**config.mk**
```make
export PLATFORM = sky130hd
export DESIGN_NAME = pitch_median_octave_tracker_unit
export DESIGN_NICKNAME = d
export VERILOG_FILES = /design/src/rtl/pmot_pkg.sv /design/src/rtl/pitch_median_octave_tracker_unit.sv /design/src/rtl/pmot_front.sv /design/src/rtl/pmot_back.sv
export SDC_FILE = /design/constraint.sdc
export NUM_CORES = 2
export LEC_CHECK = 0
export ABC_CLOCK_PERIOD_IN_PS = 12100
export BUFFER_PORTS_ARGS = -buffer_cell sky130_fd_sc_hd__clkbuf_2
export CAP_MARGIN = 20
export CORE_ASPECT_RATIO = 1.1
export CORE_MARGIN = 8
export CORE_UTILIZATION = 44
export CTS_CLUSTER_DIAMETER = 200
export DETAILED_ROUTE_END_ITERATION = 7
export GPL_ROUTABILITY_DRIVEN = 0
export PLACE_DENSITY = 0.6
export SLEW_MARGIN = 40
export SYNTH_ARGS = -nofsm -noshare
export SYNTH_HDL_FRONTEND = slang
export SYNTH_SLANG_ARGS = --single-unit
```
**constraint.sdc**
```tcl
create_clock -name clk -period 12.1 [get_ports clk]
set_input_delay 1.815 -clock clk [delete_from_list [all_inputs] [get_ports clk]]
set_output_delay 1.815 -clock clk [all_outputs]
set_load 0.01 [all_outputs]
```
**src/rtl/pmot_pkg.sv**
```systemverilog
// Shared types and constants for the pitch median octave tracker.
`default_nettype none
package pmot_pkg;

  localparam int PITCH_W    = 24;
  localparam int RATIO_W    = 18;
  localparam int RATIO_FRAC = 16;
  localparam int PROD_W     = PITCH_W + RATIO_W;

  localparam logic [RATIO_W-1:0] RATIO_RESET = 18'd69433;

  localparam int QUEUE_DEPTH = 4;
  localparam int QUEUE_AW    = 2;
  localparam int QUEUE_CW    = 3;

  // One request as classified by the front end.
  typedef struct packed {
    logic               nonzero;
    logic [PITCH_W-1:0] est;
  } req_t;

endpackage
`default_nettype wire

```
**src/rtl/pitch_median_octave_tracker_unit.sv**
```systemverilog
// Top level of the pitch median octave tracker.
// One held pitch comes out for every estimate taken in. An empty (zero)
// estimate passes straight through the back end to the output register; a
// nonzero one goes through the rank search, which visits one ring entry per
// cycle, then the octave fix, the band multiply and the decision. A four-entry
// queue in front lets estimates be taken every cycle, until it fills, while the
// back end works, and one output register lets the back end work on the next
// estimate while the last result waits. The user must write the ratio register
// only while the block is idle; the block itself does not enforce it.
`default_nettype none
module pitch_median_octave_tracker_unit #(
  parameter int WINDOW_LEN = 7
) (
  input  wire logic                          clk,
  input  wire logic                          rst,
  input  wire logic                          cfg_wr_en,
  input  wire logic [pmot_pkg::RATIO_W-1:0]  cfg_wr_data,   // ratio, Q2.16
  input  wire logic                          s_axis_tvalid,
  output logic                               s_axis_tready,
  input  wire logic [pmot_pkg::PITCH_W-1:0]  s_axis_tdata,  // [23:0] pitch_estimate
  output logic                               m_axis_tvalid,
  input  wire logic                          m_axis_tready,
  output logic [pmot_pkg::PITCH_W-1:0]       m_axis_tdata   // [23:0] held_pitch
);
  import pmot_pkg::*;

  logic               ratio;
  logic [RATIO_W-1:0] ratio_q;
  logic               req_valid;
  logic               req_ready;
  req_t               req;

  assign ratio = cfg_wr_en;

  always_ff @(posedge clk) begin
    if (rst) begin
      ratio_q <= RATIO_RESET;
    end else if (ratio) begin
      ratio_q <= cfg_wr_data;
    end
  end

  pmot_front u_front (
    .clk       (clk),
    .rst       (rst),
    .in_valid  (s_axis_tvalid),
    .in_ready  (s_axis_tready),
    .in_data   (s_axis_tdata),
    .req_valid (req_valid),
    .req_ready (req_ready),
    .req       (req)
  );

  pmot_back #(
    .WINDOW_LEN (WINDOW_LEN)
  ) u_back (
    .clk       (clk),
    .rst       (rst),
    .ratio     (ratio_q),
    .req_valid (req_valid),
    .req_ready (req_ready),
    .req       (req),
    .out_valid (m_axis_tvalid),
    .out_ready (m_axis_tready),
    .out_data  (m_axis_tdata)
  );

endmodule
`default_nettype wire

```
**src/rtl/pmot_front.sv**
```systemverilog
// Front end: accepts pitch estimates, marks the empty ones and queues them.
`default_nettype none
module pmot_front (
  input  wire logic                   clk,
  input  wire logic                   rst,
  input  wire logic                   in_valid,
  output logic                        in_ready,
  input  wire logic [pmot_pkg::PITCH_W-1:0] in_data,
  output logic                        req_valid,
  input  wire logic                   req_ready,
  output pmot_pkg::req_t              req
);
  import pmot_pkg::*;

  req_t                queue [QUEUE_DEPTH];
  logic [QUEUE_AW-1:0] head;
  logic [QUEUE_AW-1:0] tail;
  logic [QUEUE_CW-1:0] count;
  logic                push;
  logic                pop;

  assign in_ready  = (count != QUEUE_CW'(QUEUE_DEPTH));
  assign req_valid = (count != '0);
  assign req       = queue[head];
  assign push      = in_valid && in_ready;
  assign pop       = req_valid && req_ready;

  always_ff @(posedge clk) begin
    if (push) begin
      queue[tail].nonzero <= |in_data;
      queue[tail].est     <= in_data;
    end
  end

  always_ff @(posedge clk) begin
    if (rst) begin
      head  <= '0;
      tail  <= '0;
      count <= '0;
    end else begin
      if (push) tail <= tail + 1'b1;
      if (pop) head <= head + 1'b1;
      case ({push, pop})
        2'b10:   count <= count + 1'b1;
        2'b01:   count <= count - 1'b1;
        default: count <= count;
      endcase
    end
  end

endmodule
`default_nettype wire

```
**src/rtl/pmot_back.sv**
```systemverilog
// Back end: ring of estimates, rank-search median, octave fix and band hold.
`default_nettype none
module pmot_back #(
  parameter int WINDOW_LEN = 7
) (
  input  wire logic                          clk,
  input  wire logic                          rst,
  input  wire logic [pmot_pkg::RATIO_W-1:0]  ratio,
  input  wire logic                          req_valid,
  output logic                               req_ready,
  input  wire pmot_pkg::req_t                req,
  output logic                               out_valid,
  input  wire logic                          out_ready,
  output logic [pmot_pkg::PITCH_W-1:0]       out_data
);
  import pmot_pkg::*;

  localparam int IDX_W = $clog2(WINDOW_LEN);
  localparam logic [IDX_W-1:0] MID  = IDX_W'(WINDOW_LEN / 2);
  localparam logic [IDX_W-1:0] LAST = IDX_W'(WINDOW_LEN - 1);

  localparam logic [2:0] S_IDLE = 3'd0;
  localparam logic [2:0] S_RANK = 3'd1;
  localparam logic [2:0] S_CORR = 3'd2;
  localparam logic [2:0] S_MUL  = 3'd3;
  localparam logic [2:0] S_DONE = 3'd4;

  logic [PITCH_W-1:0] window [WINDOW_LEN];
  logic [IDX_W-1:0]   slot;
  logic [IDX_W-1:0]   idx;
  logic [IDX_W-1:0]   rank;
  logic [2:0]         state;
  logic [PITCH_W-1:0] held;
  logic [PITCH_W-1:0] med;
  logic [PITCH_W-1:0] mcorr;
  logic [PITCH_W-1:0] mcorr_next;
  logic [PITCH_W-1:0] half_fix;
  logic [PROD_W-1:0]  prod_hr;
  logic [PROD_W-1:0]  prod_mr;
  logic               above;
  logic               below;
  logic               replace;
  logic               can_push;
  logic               out_push;

  assign can_push  = !out_valid || out_ready;
  assign req_ready = (state == S_IDLE) && (req.nonzero || can_push);
  assign out_push  = ((state == S_IDLE) && req_valid && req_ready && !req.nonzero) ||
                     ((state == S_DONE) && can_push);

  // Rank of the candidate: entries below it, ties broken by position.
  always_comb begin
    rank = '0;
    for (int j = 0; j < WINDOW_LEN; j++) begin
      if ((window[j] < window[idx]) ||
          ((window[j] == window[idx]) && (IDX_W'(j) < idx))) begin
        rank = rank + 1'b1;
      end
    end
  end

  // Halve a median at twice the held pitch, then double one at half of it.
  always_comb begin
    half_fix = ({1'b0, med} == {held, 1'b0}) ? (med >> 1) : med;
    if ({half_fix, 1'b0} == {1'b0, held}) begin
      mcorr_next = {half_fix[PITCH_W-2:0], 1'b0};
    end else begin
      mcorr_next = half_fix;
    end
  end

  assign above   = PROD_W'({mcorr, {RATIO_FRAC{1'b0}}}) > prod_hr;
  assign below   = prod_mr < PROD_W'({held, {RATIO_FRAC{1'b0}}});
  assign replace = above || below || (held == '0);

  always_ff @(posedge clk) begin
    if (rst) begin
      for (int k = 0; k < WINDOW_LEN; k++) window[k] <= '0;
    end else if ((state == S_IDLE) && req_valid && req_ready && req.nonzero) begin
      window[slot] <= req.est;
    end
    if ((state == S_RANK) && (rank == MID)) med <= window[idx];
    if (state == S_CORR) mcorr <= mcorr_next;
    if (state == S_MUL) begin
      prod_hr <= PROD_W'(held) * PROD_W'(ratio);
      prod_mr <= PROD_W'(mcorr) * PROD_W'(ratio);
    end
  end

  always_ff @(posedge clk) begin
    if (rst) begin
      state     <= S_IDLE;
      slot      <= '0;
      idx       <= '0;
      held      <= '0;
      out_valid <= 1'b0;
    end else begin
      if (out_push) begin
        out_valid <= 1'b1;
      end else if (out_ready) begin
        out_valid <= 1'b0;
      end
      case (state)
        S_IDLE: begin
          if (req_valid && req_ready) begin
            if (req.nonzero) begin
              slot  <= (slot == LAST) ? '0 : slot + 1'b1;
              idx   <= '0;
              state <= S_RANK;
            end else begin
              out_data <= held;
            end
          end
        end
        S_RANK: begin
          idx <= idx + 1'b1;
          if (idx == LAST) state <= S_CORR;
        end
        S_CORR: state <= S_MUL;
        S_MUL:  state <= S_DONE;
        S_DONE: begin
          // hold here until the output register is free
          if (can_push) begin
            if (replace) held <= mcorr;
            out_data <= replace ? mcorr : held;
            state    <= S_IDLE;
          end
        end
        default: state <= S_IDLE;
      endcase
    end
  end

endmodule
`default_nettype wire

```
==> reports/metrics.yaml <==
critPathArrivalTime_ns: 8.63
powerDensity_mw_per_mm2: 159
clk_latency_ns: 0.71
worstMarginPinSlew_ns: 0.805
fin_crit_ns: 8.32
final_common_cell: "inv_1"
io_buffers: 72
synth_flop_cell: "edfxtp_1"
clk_pin_slew_worst_paths_ns: 0.06
ant_nets: 0
nets: 6419
cp_slowest_cell: "buf_4"
route.detailed.drc: 0
fin_crit_sh_pct: 68.7
initial_core_util_pct: 44.2
drt-wirelength-per-cell_um: 22.0
slew_headroom_pct: 44.9
synth_area_mm2: 0.0528
drive_gt1_share_pct: 7.64
synthArstFlopShare_pct: 0
overflow: 0
clockBufferDepth: 3
startpoint_type: "flip-flop"
avgSynthCellArea_um2: 10.0
setup_viol: 0
final_area_mm2: 0.0569
grt_pass1_wl_um: 234000
synth_top_area_share_pct: 26.7
rsz0062_at_grt: "false"
dieArea_mm2: 0.131
htreeDepth: 2
rows: 133
outcome: "complete, no violations"
p_leak_nw: 26.2
hpwl_um: 109000
cts-root-buf: "clkbuf_16"
path_common_cell: "ha_1"
synth.yosys.seq_area_share_pct: 26.6
grt.total_usage_pct: 23.0
antenna_found_initial: 3
syn_nets: 6464
first_global_vias: 39900
cts.sinks: 496
fin_skew_ns: 0.0667
yosys_warnings: 0
vias_per_cell: 5.54
fmax_mhz: 120
hold_buffers: 0
final_cell_mix: "987 x inv_1, 709 x nand2_1, 703 x fa_1"
synth_seq_cells: 496
ios: 73
grt_max_degree: 72
required_ns: 12.41
maxCapViolCount: 0
end_kind: "flip-flop"
vias: 37800
cts_setup_buffers: 0
coreArea_mm2: 0.119
die_h_um: 379
totalWireLength_um: 150000
synthTopCellsByArea: "fa_1 27%, edfxtp_1 23%, ha_1 11%"
synth_edf_count: 408
cts_tree: "built"
final_hold_viol_count: 0
first_pass_iters: 7
slew_violations: 0
netlist.top_cell.by_area: "fa_1"
die_x_um: 346
drt_iter0_drc: 2539
r2r_slack_ns: 3.78
cp_num_buf_inv: 3
placedInstanceArea_mm2: 0.0549
fin_setup_tns_ns: 0
synth_cell_type_count: 85
critPathTopFamily: "compound AO/OA/AOI/OAI gates"
netlist_instances: 5257
ir_drop_v: 0.000221
max_stage_delay_ns: 0.65
hp-class: "reg -> reg"
path_class: "reg -> reg"
crit_fanout: 37
cts_made_buffers: 57
post_cts_resize_count: 0
area_growth_pct: 7.76
## cells by family (layout without fill, tap and decap cells)
kind of cell | after synthesis | after routing | synth area share (%)
adder cells (fa/ha/maj) | 1160 | 1160 | 37.5
XOR/XNOR | 102 | 102 | 1.78
buffers and inverters | 1264 | 1266 | 9.06
flip-flops | 496 | 496 | 26.6
multiplexers | 114 | 114 | 3.90
other | 0 | 1 | 0
AO/OA/AOI/OAI | 542 | 542 | 6.59
AND/OR/NAND/NOR | 1579 | 1579 | 14.6
## sequential cells by signal (all words and copies together) (netlist names), named ones only
| signal | cells |
|---|---|
| u_back.window | 192 |
| u_front.queue | 100 |
| u_back.prod_hr | 42 |
| u_back.prod_mr | 26 |
| u_back.held | 24 |
| u_back.mcorr | 24 |
| u_back.med | 24 |
| u_back.out_data | 24 |
| ratio_q | 18 |
| u_back.idx | 3 |
| u_back.slot | 3 |
| u_back.state | 3 |
| u_front.count | 3 |
| u_front.head | 2 |
| u_front.tail | 2 |
| u_back.out_valid | 1 |
## worst reg2reg max path, cell delays in order, from the launching register on
cell and delay (ns):
dfxtp_4 0.49, buf_4 0.65, mux4_2 0.60, mux2i_1 0.62, ha_1 0.38, a21o_1 0.16, a21o_1 0.16, a21oi_1 0.16
o21ai_0 0.15, a221o_1 0.35, a2111oi_0 0.52, a311o_1 0.19, ha_1 0.26, xor2_1 0.35, ha_1 0.29, mux2_2 0.29
ha_1 0.27, nand2b_1 0.16, o21a_1 0.16, ha_1 0.30, mux2_2 0.27, ha_1 0.28, inv_1 0.04, nor3b_1 0.18
mux2i_1 0.14, a311oi_4 0.21, buf_4 0.35
## area by class of cell
| class | instances | area [µm²] |
|---|---|---|
| antenna | 1 | 2.50 |
| clock buffer | 78 | 1580 |
| clock inverter | 28 | 338 |
| fill | 11100 | 62400 |
| inverter | 989 | 3710 |
| multi-input combinational | 3497 | 34100 |
| sequential | 496 | 14000 |
| tap | 1552 | 1940 |
| timing repair buffer | 171 | 1160 |
## final timing paths
check | start | end | cells past startpoint
hold / removal | u_back.window[6][0]$_SDFFE_PP0P_ | u_back.window[6][0]$_SDFFE_PP0P_ | 2
setup / recovery | flip-flop | u_back.med[23]$_DFFE_PP_ | 26
setup reg to reg | flip-flop | u_back.med[23]$_DFFE_PP_ | 26
hold reg to reg | u_back.window[6][0]$_SDFFE_PP0P_ | u_back.window[6][0]$_SDFFE_PP0P_ | 2
## synth_stat cells, types with 45 or more instances
| cell type | count |
|---|---|
| xor2_1 | 45 |
| nand4_1 | 56 |
| mux4_2 | 73 |
| ha_1 | 457 |
| clkbuf_1 | 245 |
| dfxtp_1 | 88 |
| o21ai_0 | 94 |
| edfxtp_1 | 408 |
| and2_1 | 411 |
| fa_1 | 703 |
| nand3_1 | 77 |
| a21o_1 | 66 |
| inv_1 | 987 |
| xnor2_1 | 54 |
| nand2_1 | 709 |
| nor2_1 | 144 |
| a21oi_1 | 183 |
## layer usage
metal  vias to the layer above  wire [µm]  track usage [%]
met5                         -         27                0
met4                         4       9350             12.2
met3                       413       8790             3.19
met2                      1301      74000             40.4
met1                     19200      57300             27.3
li1                      16800          -                -
## power by group
part	total, mW	switching [mW]	internal (mW)
Combinational	4.82	2.78	2.04
Clock	1.78	0.787	0.991
Sequential	2.44	0.207	2.23
## through the flow
step                util (%)  power [mW]  hold WS (ns)  setup slack, ns  cells
floorplan                  -        5.93         0.442             2.43   5257
global placement        45.9        7.22         0.468             3.87   6697
detailed placement      46.0        7.29         0.470             3.66   6705
CTS                     47.6        9.11         0.479             3.62   6811
global route            47.7        9.82         0.500             3.26   6811
finish                  47.7        9.04         0.477             3.78   6812
No activity file was read; power rests on OpenSTA's default activity.
